$ cat config.mk
export PLATFORM = sky130hd
export DESIGN_NAME = push_button_debounce_long_press_core
export DESIGN_NICKNAME = d
export VERILOG_FILES = /design/src/rtl/core/pbd_pkg.sv /design/src/rtl/core/pbd_step.sv /design/src/rtl/core/pbd_out_reg.sv /design/src/rtl/core/push_button_debounce_long_press_core.sv
export SDC_FILE = /design/constraint.sdc
export NUM_CORES = 1
export LEC_CHECK = 0
export BUFFER_PORTS_ARGS = -buffer_cell sky130_fd_sc_hd__buf_2
export CAP_MARGIN = 10
export CORE_ASPECT_RATIO = 0.6
export CORE_MARGIN = 2
export CORE_UTILIZATION = 48
export CTS_BUF_LIST = sky130_fd_sc_hd__clkbuf_4 sky130_fd_sc_hd__clkbuf_8
export DETAILED_ROUTE_END_ITERATION = 6
export GPL_TIMING_DRIVEN = 1
export MAX_ROUTING_LAYER = met4
export PLACE_DENSITY = 0.71
export SYNTH_ARGS = -nofsm -noshare
export SYNTH_HDL_FRONTEND = slang
export SYNTH_HIERARCHICAL = 1
export SYNTH_SLANG_ARGS = --single-unit
$ cat constraint.sdc
create_clock -name i_clk -period 5.3 [get_ports i_clk]
set_input_delay 0.53 -clock i_clk [delete_from_list [all_inputs] [get_ports i_clk]]
set_output_delay 0.53 -clock i_clk [all_outputs]
set_load 0.02 [all_outputs]
$ cat src/rtl/core/pbd_pkg.sv
// pbd_pkg: shared widths, register indexes, reset values and the result word type
// for the push-button debounce core; no dependencies

package pbd_pkg;

    // field and register widths
    localparam int unsigned TIME_W     = 32;
    localparam int unsigned PERIOD_W   = 16;
    localparam int unsigned CFG_IDX_W  = 2;
    localparam int unsigned S_TDATA_W  = 40;
    localparam int unsigned M_TDATA_W  = 8;
    localparam int unsigned RESULT_W   = 5;

    // register indexes
    localparam logic [CFG_IDX_W-1:0] CFG_DEGLITCH   = 2'd0;
    localparam logic [CFG_IDX_W-1:0] CFG_DEBOUNCE   = 2'd1;
    localparam logic [CFG_IDX_W-1:0] CFG_LONG_PRESS = 2'd2;

    // register reset values
    localparam logic [PERIOD_W-1:0] DEGLITCH_RST   = 16'd10;
    localparam logic [PERIOD_W-1:0] DEBOUNCE_RST   = 16'd20;
    localparam logic [PERIOD_W-1:0] LONG_PRESS_RST = 16'd1000;

    // pin level meaning released (active-low button)
    localparam logic LEVEL_RELEASED = 1'b1;

    // result word, changed in the lowest bit
    typedef struct packed {
        logic long_press;
        logic held;
        logic released;
        logic pressed;
        logic changed;
    } t_result;

endpackage

$ cat src/rtl/core/pbd_step.sv
// pbd_step: configuration registers, debounce state and the per-poll update logic
// depends on pbd_pkg

module pbd_step (
    input  logic                             i_clk,
    input  logic                             i_rst_n,
    input  logic                             i_cfg_we,
    input  logic [pbd_pkg::CFG_IDX_W-1:0]    i_cfg_idx,
    input  logic [pbd_pkg::PERIOD_W-1:0]     i_cfg_data,
    input  logic                             i_fire,
    input  logic                             i_pin_level,
    input  logic [pbd_pkg::TIME_W-1:0]       i_now_ms,
    output pbd_pkg::t_result                 o_result
);
    import pbd_pkg::*;

    logic [PERIOD_W-1:0] r_deglitch;
    logic [PERIOD_W-1:0] r_debounce;
    logic [PERIOD_W-1:0] r_long_press;

    logic                r_prev;
    logic                r_accepted;
    logic                r_debounced;
    logic [TIME_W-1:0]   r_stable_since;
    logic [TIME_W-1:0]   r_last_change;
    logic [TIME_W-1:0]   r_last_press;
    logic                r_latched;
    logic                r_flag;

    logic                n_accepted;
    logic                n_debounced;
    logic [TIME_W-1:0]   n_stable_since;
    logic [TIME_W-1:0]   n_last_change;
    logic [TIME_W-1:0]   n_last_press;
    logic                n_latched;
    logic                n_flag;

    logic                stable;
    logic                accept;
    logic                chg;
    logic                held;
    logic                latch_mid;
    logic [TIME_W-1:0]   dt_stable;
    logic [TIME_W-1:0]   dt_change;
    logic [TIME_W-1:0]   dt_press;

    // elapsed times, modulo 2^32
    assign dt_stable = i_now_ms - r_stable_since;
    assign dt_change = i_now_ms - r_last_change;
    assign dt_press  = i_now_ms - r_last_press;

    // deglitch, debounce and long-press update for one poll
    always_comb begin
        stable         = (i_pin_level == r_prev);
        accept         = stable && (dt_stable > {{(TIME_W-PERIOD_W){1'b0}}, r_deglitch});
        n_accepted     = accept ? i_pin_level : r_accepted;
        n_stable_since = (!stable || accept) ? i_now_ms : r_stable_since;

        chg         = (n_accepted != r_debounced) &&
                      (dt_change > {{(TIME_W-PERIOD_W){1'b0}}, r_debounce});
        n_debounced = chg ? n_accepted : r_debounced;
        held        = !n_debounced;

        // release drops the latch, then the flag is re-evaluated while unlatched
        latch_mid = (chg && !held) ? 1'b0 : r_latched;
        if (!latch_mid) begin
            n_flag    = !chg && held &&
                        (dt_press > {{(TIME_W-PERIOD_W){1'b0}}, r_long_press});
            n_latched = n_flag;
        end else begin
            n_flag    = r_flag;
            n_latched = latch_mid;
        end

        n_last_change = chg ? i_now_ms : r_last_change;
        n_last_press  = (chg && held) ? i_now_ms : r_last_press;

        o_result.changed    = chg;
        o_result.pressed    = chg && held;
        o_result.released   = chg && !held;
        o_result.held       = held;
        o_result.long_press = n_flag;
    end

    // configuration registers, writes beyond the list are ignored
    always_ff @(posedge i_clk) begin
        if (!i_rst_n) begin
            r_deglitch   <= DEGLITCH_RST;
            r_debounce   <= DEBOUNCE_RST;
            r_long_press <= LONG_PRESS_RST;
        end else if (i_cfg_we) begin
            case (i_cfg_idx)
                CFG_DEGLITCH:   r_deglitch   <= i_cfg_data;
                CFG_DEBOUNCE:   r_debounce   <= i_cfg_data;
                CFG_LONG_PRESS: r_long_press <= i_cfg_data;
                default: ;
            endcase
        end
    end

    // button state, advanced on each accepted poll
    always_ff @(posedge i_clk) begin
        if (!i_rst_n) begin
            r_prev         <= LEVEL_RELEASED;
            r_accepted     <= LEVEL_RELEASED;
            r_debounced    <= LEVEL_RELEASED;
            r_stable_since <= '0;
            r_last_change  <= '0;
            r_last_press   <= '0;
            r_latched      <= 1'b0;
            r_flag         <= 1'b0;
        end else if (i_fire) begin
            r_prev         <= i_pin_level;
            r_accepted     <= n_accepted;
            r_debounced    <= n_debounced;
            r_stable_since <= n_stable_since;
            r_last_change  <= n_last_change;
            r_last_press   <= n_last_press;
            r_latched      <= n_latched;
            r_flag         <= n_flag;
        end
    end

endmodule

$ cat src/rtl/core/pbd_out_reg.sv
// pbd_out_reg: result register between the update logic and the master side
// depends on pbd_pkg

module pbd_out_reg (
    input  logic                             i_clk,
    input  logic                             i_rst_n,
    input  logic                             i_load,
    input  pbd_pkg::t_result                 i_result,
    output logic                             o_space,
    output logic                             o_valid,
    input  logic                             i_ready,
    output pbd_pkg::t_result                 o_result
);
    import pbd_pkg::*;

    logic    r_valid;
    t_result r_result;

    // a new word fits when the register is empty or being drained
    assign o_space  = !r_valid || i_ready;
    assign o_valid  = r_valid;
    assign o_result = r_result;

    // valid flag
    always_ff @(posedge i_clk) begin
        if (!i_rst_n) begin
            r_valid <= 1'b0;
        end else if (i_load) begin
            r_valid <= 1'b1;
        end else if (i_ready) begin
            r_valid <= 1'b0;
        end
    end

    // payload
    always_ff @(posedge i_clk) begin
        if (i_load) begin
            r_result <= i_result;
        end
    end

endmodule

$ cat src/rtl/core/push_button_debounce_long_press_core.sv
// push_button_debounce_long_press_core: top level of the button debouncer
// depends on pbd_pkg, pbd_step, pbd_out_reg
//
//   channel   direction   handshake                      contents
//   s_axis    in          s_axis_tvalid / s_axis_tready  one poll: pin level, ms timestamp
//   m_axis    out         m_axis_tvalid / m_axis_tready  one result word per poll
//   cfg       in          i_cfg_we                       period registers, write only
//
// one poll per clock unless stalled; its word is registered and shows the next cycle
// the rate is set by the single state update path of three 32-bit compares
// a poll is still taken while the result register is drained in the same cycle
// a stalled master side holds the word and drops s_axis_tready
// synchronous active-low reset clears the state and loads the default periods

module push_button_debounce_long_press_core (
    input  logic                              i_clk,
    input  logic                              i_rst_n,
    input  logic                              s_axis_tvalid,
    output logic                              s_axis_tready,
    // [0] pin_level, [32:1] now_ms, [39:33] zero
    input  logic [pbd_pkg::S_TDATA_W-1:0]     s_axis_tdata,
    output logic                              m_axis_tvalid,
    input  logic                              m_axis_tready,
    // [0] changed, [1] pressed, [2] released, [3] held, [4] long_press, [7:5] zero
    output logic [pbd_pkg::M_TDATA_W-1:0]     m_axis_tdata,
    input  logic                              i_cfg_we,
    input  logic [pbd_pkg::CFG_IDX_W-1:0]     i_cfg_idx,
    input  logic [pbd_pkg::PERIOD_W-1:0]      i_cfg_data
);
    import pbd_pkg::*;

    logic    fire;
    logic    space;
    t_result step_result;
    t_result out_result;

    assign s_axis_tready = space;
    assign fire          = s_axis_tvalid && space;

    // state update for one poll
    pbd_step u_step (
        .i_clk       (i_clk),
        .i_rst_n     (i_rst_n),
        .i_cfg_we    (i_cfg_we),
        .i_cfg_idx   (i_cfg_idx),
        .i_cfg_data  (i_cfg_data),
        .i_fire      (fire),
        .i_pin_level (s_axis_tdata[0]),
        .i_now_ms    (s_axis_tdata[TIME_W:1]),
        .o_result    (step_result)
    );

    // result register
    pbd_out_reg u_out (
        .i_clk    (i_clk),
        .i_rst_n  (i_rst_n),
        .i_load   (fire),
        .i_result (step_result),
        .o_space  (space),
        .o_valid  (m_axis_tvalid),
        .i_ready  (m_axis_tready),
        .o_result (out_result)
    );

    assign m_axis_tdata = {{(M_TDATA_W-RESULT_W){1'b0}}, out_result};

endmodule

==> metrics.csv, run 1 <==
metric,value,unit
cpMaxStageDelayCell,dfxtp_4,
cts_max_level,4,
worst_pin_slew,1.21,ns
ys_seq_elements,155,
p_leak,6.18,nW
r2r_setup_slack,0.15,ns
dr_total_vias,12400,
start_kind,register,
ir_worst_vdd,0.166,mV
path_clk_slew,0.09,ns
finalCritPeriodShare,97.2,%
r2r.worst_path.cells,25,
cp.required,5.65,ns
vias_per_cell,5.80,
yosys_warnings,6,
fin_skew,0.0240,ns
placed_area,0.0140,mm^2
synth_top_area_cell,dfxtp_1,
cp_top_family,compound AO/OA/AOI/OAI gates,
synth.area.top_cells,"dfxtp_1, ha_1, mux2i_1, nand2_1, a21oi_1",
root_buffer,clkbuf_8,
worstSetupEndpoint,u_step/r_last_change[5],
crit_type,register to register,
port_buffers,62,
hpwlAfterDp,30300,um
fmax,194,MHz
synth_edf_count,5,
critical_path_depth,25,
ys_types,87,
grt_max_degree,99,
antenna_found_initial,0,
drcViolationCount,0,
crit_path_frequent_cell,buf_4,
fin_nets,1980,
r2r_end,u_step/r_last_change[5],
grt_overflow_total,0,
ioPinCount,73,
p_total,3.47,mW
grt_usage,27.5,%
drive_gt1_share,13.8,%
critPathLaunch,u_step/r_stable_since[1],
initial_core_util,48.7,%
status,"complete, no violations",
gp_congestion,0.952,
cap_violations,0,
die_h,131,um
cp_num_buf_inv,7,
synth_cells,1663,
grt_pass1_wl,59300,um
synthArstFlopShare,0,%
hold_viol,0,
wirelength,38700,um
slew_headroom,19.2,%
die_w,215,um
synth-seq-area-share,24.6,%
timing.rr.start,u_step/r_stable_since[1],
max_stage_delay,0.37,ns
crit_path_end_kind,register,
syn_avg_cell_area,7.72,um^2
yosysTopAreaCellShare,23.4,%
p_per_area,236,mW/mm^2
ant_nets,0,
critPathMaxFanout,8,
hold_path_class,input pin to register,
drv_slew,0,
critPathArrivalTime,5.50,ns
finalInstanceArea,0.0147,mm^2
clock_sinks,155,
diodes,0,
grt_pass1_vias,11000,
clk_latency,0.47,ns
synth_area,0.0128,mm^2
route.detailed.wl_per_inst,18.0,um
setup_viol,0,
cts_tree,yes,
syn2layout_area_growth,14.7,%
layout_min_cycle_time,5.15,ns
clockBufferDepth,2,
numCtsBuffers,17,
rows,46,
dieArea,0.0281,mm^2
fin_tns_setup,0,ns
core_area,0.0264,mm^2
holdBufCountCts,0,
ys.flop_type,dfxtp_1,
first_pass_iters,5,
drtIter0Drc,1336,
## cell type report
class	count	area, um^2
Fill cell	2547	11600
Multi-Input combinational cell	1276	8910
Sequential cell	155	3160
Timing Repair Buffer	154	1100
Inverter	169	634
Tap cell	360	450
Clock buffer	19	249
Clock inverter	13	211
## cell usage after synthesis (6+ instances only)
library cell  count
a211o_1           6
a211oi_1         15
a21o_1           53
a21oi_1         149
a221oi_1          6
a31oi_1          11
and2_1           23
and3_1            9
and4_1            6
buf_4             6
clkbuf_1         45
dfxtp_1         150
ha_1            141
inv_1           168
mux2i_1         103
nand2_1         248
nand2b_1         14
nand3_1          25
nand4_1          26
nor2_1           96
nor2b_1          14
nor3_1           24
nor4_1            9
o211a_1           6
o211ai_1         27
o21a_1           16
o21ai_0          64
o21bai_1         11
o22ai_1           6
o31ai_1           8
or2_2             7
or3_1             8
xnor2_1          33
xor2_1           27
## report_power, final
part           leakage [nW]  switching [mW]  internal [mW]
clock network         0.232           0.488          0.576
logic                  4.68           0.683          0.489
registers              1.27          0.0214           1.21
total                  6.18            1.19           2.28
## metal layers
metal | track usage, % | vias up | wire length (um)
met1 | 42.9 | 5837 | 19700
met3 | 4.72 | 27 | 3520
met4 | 4.18 | 0 | 333
li1 | - | 6067 | -
met2 | 36.5 | 517 | 15100
met5 | - | - | 0
## how the worst min path moves through the flow
stage                            start                 endpoint  slack (ns)  cells past startpoint
2_1_floorplan  u_step/r_last_press[10]  u_step/r_last_press[10]        0.43                      2
3_3_place_gp   u_step/r_last_press[22]  u_step/r_last_press[22]        0.44                      2
3_5_place_dp   u_step/r_last_press[18]  u_step/r_last_press[18]        0.45                      2
4_1_cts                        i_rst_n            u_step/r_prev        0.30                      2
5_1_grt                        i_rst_n            u_step/r_prev        0.30                      2
6_report                       i_rst_n            u_step/r_prev        0.33                      2
## sequential cells by signal, indices dropped and copies added, names as in the netlist
register               flops
u_step/r_last_press       32
u_step/r_debounce         16
u_out/o_result             5
u_step/r_deglitch         16
u_step/r_accepted          1
u_out/o_valid              1
u_step/r_flag              1
u_step/r_prev              1
u_step/r_long_press       16
u_step/r_last_change      32
u_step/r_latched           1
u_step/r_stable_since     32
u_step/r_debounced         1
## what timing repair did
item                                    in CTS  in global routing
gates cloned                                 0                  3
setup buffers                                0                  8
gates resized for setup                      2                 41
pin swaps                                    1                 30
endpoints found under the setup margin       6                 73
## per-stage QoR
step | cells | hold WS (ns) | utilization (%) | setup slack (ns)
after floorplan | 1665 | 0.435 | - | 0.357
after global placement | 2104 | 0.442 | 53.0 | -0.194
after detailed placement | 2104 | 0.446 | 53.0 | -0.264
after CTS | 2136 | 0.304 | 54.7 | 0.00698
after global routing | 2146 | 0.298 | 55.9 | -0.0451
final | 2146 | 0.331 | 55.9 | 0.148
## cells by family after synthesis
group	count (synthesis)	synth area share (%)
buffers and inverters	234	7.57
adder cells (fa/ha/maj)	144	14.2
multiplexers	106	8.29
other	1	0.0292
AND/OR/NAND/NOR	534	19.5
flip-flops	155	24.6
XOR/XNOR	60	4.09
AO/OA/AOI/OAI	429	21.7
## worst register-to-register path: cells and delay by family (launching register included)
kind,cells,cell delay [ns]
and+or+nand+nor,5,1.26
AOI/OAI and AO/OA,9,1.64
DFF,1,0.37
muxes,1,0.13
buffers and inverters,7,0.94
adders and majority gates,2,0.57
xor gates and xnor gates,1,0.14
## placed cells by master, fill, tap and decap left out, drive strengths merged, types with 16 or more instances in the layout
cell      n
dfxtp   150
a21o     53
nand4    26
a211oi   16
xnor2    33
buf     152
nand2   248
o21a     16
nand3    26
clkbuf   21
a21oi   150
o21ai    67
nor2     97
o211ai   27
ha      141
and2     23
mux2i   103
xor2     27
inv     173
nor3     24
Note: power is estimated with default switching activity, not from simulation.
==> run 2, diff against run 1 <==
--- a/config.mk
+++ b/config.mk
@@ -12,9 +12,9 @@
 export CORE_UTILIZATION = 48
 export CTS_BUF_LIST = sky130_fd_sc_hd__clkbuf_4 sky130_fd_sc_hd__clkbuf_8
 export DETAILED_ROUTE_END_ITERATION = 6
-export GPL_TIMING_DRIVEN = 1
 export MAX_ROUTING_LAYER = met4
 export PLACE_DENSITY = 0.71
+export RECOVER_POWER = 50
 export SYNTH_ARGS = -nofsm -noshare
 export SYNTH_HDL_FRONTEND = slang
 export SYNTH_HIERARCHICAL = 1
==> constraint.sdc (replaced) <==
create_clock -name i_clk -period 5.95 [get_ports i_clk]
set_input_delay 0.595 -clock i_clk [delete_from_list [all_inputs] [get_ports i_clk]]
set_output_delay 0.595 -clock i_clk [all_outputs]
set_load 0.02 [all_outputs]
==> metrics.csv, run 2 (synthesis gave the netlist of run 1 again) <==
metric,value,unit,change
rsz0062_at_grt,no,,
grt_pass1_wl,56800,um,-4.1%
p_per_area,209,mW/mm^2,-11%
grt_overflow_total,0,,unchanged
power.switching,1.04,mW,-13%
syn2layout_area_growth,7.78,%,
wirelength,36000,um,-6.9%
gp_congestion,0.973,,+2.2%
p_leak,5.70,nW,-7.8%
holdBufCountCts,0,,unchanged
first_pass_iters,6,,+1
port_buffers,62,,unchanged
slew_headroom,-174,%,-190 points
finalCritPeriodShare,92.6,%,
hpwlAfterDp,28900,um,-4.4%
root_buffer,clkbuf_8,,
hold_path_class,input pin to register,,
p_sw_share,35.9,%,+1.5 points
dp_cells,2041,,-3.0%
drcViolationCount,0,,unchanged
clk_latency,0.47,ns,about the same
die_w,215,um,unchanged
crit_type,input pin to register,,
layout_common_cells,"nand2_1, inv_1, dfxtp_1",,
die_h,131,um,unchanged
start_kind,input pin,,
critPathArrivalTime,5.88,ns,+0.38 ns
clock_sinks,155,,unchanged
cts_max_level,4,,unchanged
r2r_setup_slack,0.47,ns,+0.32 ns
dr_total_vias,12100,,-3.0%
fin_nets,1907,,-3.7%
fin_skew,0.0184,ns,-0.00558 ns
vias_per_cell,5.82,,+0.42%
drive_gt1_share,7.47,%,-6.3 points
p_int,1.86,mW,-18%
layout_setup_ws,0.441,ns,+0.293 ns
initial_core_util,48.7,%,unchanged
grt_usage,26.2,%,-1.3 points
violations,"capacitance limit, slew limit",,
worst_pin_slew,4.11,ns,+2.90 ns
final_cells,2073,,-3.4%
drv_slew,117,,+117
dp_slack,0.103,ns,+0.367 ns
hold_viol,0,,unchanged
antenna_found_initial,0,,unchanged
critPathMaxFanout,32,,+24
p_clk_share,29.2,%,-1.5 points
core_area,0.0264,mm^2,unchanged
drtIter0Drc,1224,,-8.4%
top_regs,"u_step/r_last_change: 32 flops, u_step/r_last_press: 32 flops, u_step/r_stable_since: 32 flops",,
numCtsBuffers,17,,unchanged
setup_viol,0,,unchanged
crit_path_end_kind,register,,
path_clk_slew,0.10,ns,about the same
clockBufferDepth,2,,unchanged
route.detailed.wl_per_inst,17.4,um,-3.6%
seqPwrFrac,37.9,%,+2.4 points
ioPinCount,73,,unchanged
fin_tns_setup,0,ns,unchanged
layout_commonest_cell,nand2_1,,
cts_resized,0,,-2
status,"finished, violations left",,
postCtsSetupRepairBufs,0,,unchanged
fmax,182,MHz,
grt_max_degree,98,,-1.0%
dieArea,0.0281,mm^2,unchanged
cts_tree,yes,,
cap_violations,2,,+2
ir_worst_vdd,0.139,mV,-16%
diodes,0,,unchanged
comb_power_share,32.9,%,-0.9 points
rows,46,,unchanged
ant_nets,0,,unchanged
cp.required,6.32,ns,+0.67 ns
layout_min_cycle_time,5.51,ns,
grt_pass1_vias,10700,,-3.2%
-- run 2: changes by cell type in the layout (fill, tap and decap cells not counted), sizes merged --
cell,change
clkinvlp,+1
clkbuf,+11
buf,-84
inv,+2
bufinv,-3
-- run 2: through the flow --
| stage | power (mW) | area (um^2) | utilization (%) | hold slack (ns) |
|---|---|---|---|---|
| final | 2.89 | 13800 | 52.5 | 0.408 |
| after global routing | 3.05 | 13800 | 52.5 | 0.385 |
| after CTS | 2.89 | 13900 | 52.7 | 0.377 |
| after detailed placement | 2.05 | 13500 | 51.1 | 0.446 |
| after global placement | 2.03 | 13500 | 51.1 | 0.442 |
| after floorplan | 1.80 | 12800 | - | 0.435 |
-- run 2: worst paths after layout --
path / from / endpoint / depth (start not counted)
worst max-delay path: s_axis_tdata[1] / u_step/r_last_press[4] / 23
worst max register to register: u_step/r_stable_since[1] / u_step/r_last_press[4] / 23
worst min-delay path: i_cfg_data[0] / u_step/r_deglitch[0] / 3
worst min register to register: u_step/r_last_change[4] / u_step/r_last_change[4] / 2
-- run 2: power by group through the flow --
stage,clock network (mW),registers (mW),logic [mW]
after floorplan,0,1.12,0.682
after global placement,0,1.12,0.907
after detailed placement,0,1.12,0.929
after CTS,0.858,1.10,0.936
after global routing,0.899,1.10,1.05
final,0.845,1.10,0.953
-- run 2: cell type report --
class / count / area (um^2)
fillers: 2556 / 12500
multi-input cells: 1276 / 8730
flip-flops and latches: 155 / 3150
inverters: 169 / 634
repair buffers: 81 / 455
well taps: 360 / 450
clock buffers: 19 / 255
clock inverters: 13 / 156
-- run 2: per-layer routing --
metal | vias to the layer above | wire (um) | GRT usage (%)
met5 | - | 0 | -
met4 | 0 | 461 | 5.56
met3 | 31 | 3340 | 5.49
met2 | 456 | 13400 | 33.5
met1 | 5655 | 18900 | 40.7
li1 | 5933 | - | -
-- run 2: critical path, stage by stage --
cell and delay [ns]:
buf_2 0.12, inv_1 0.12, ha_1 0.26, fa_1 0.39, nand2b_1 0.17, a21oi_1 0.33
clkbuf_1 0.20, o31ai_1 0.16, nand2_1 0.10, xor2_1 0.17, ha_1 0.25, nand4_1 0.14
nor3_1 0.10, a21boi_0 0.14, o31a_1 0.36, a311o_1 0.30, nor4bb_1 0.36, and4b_1 0.34
a21oi_2 0.13, nor4_4 0.36, and2_2 0.24, buf_12 0.23, mux2i_1 0.24
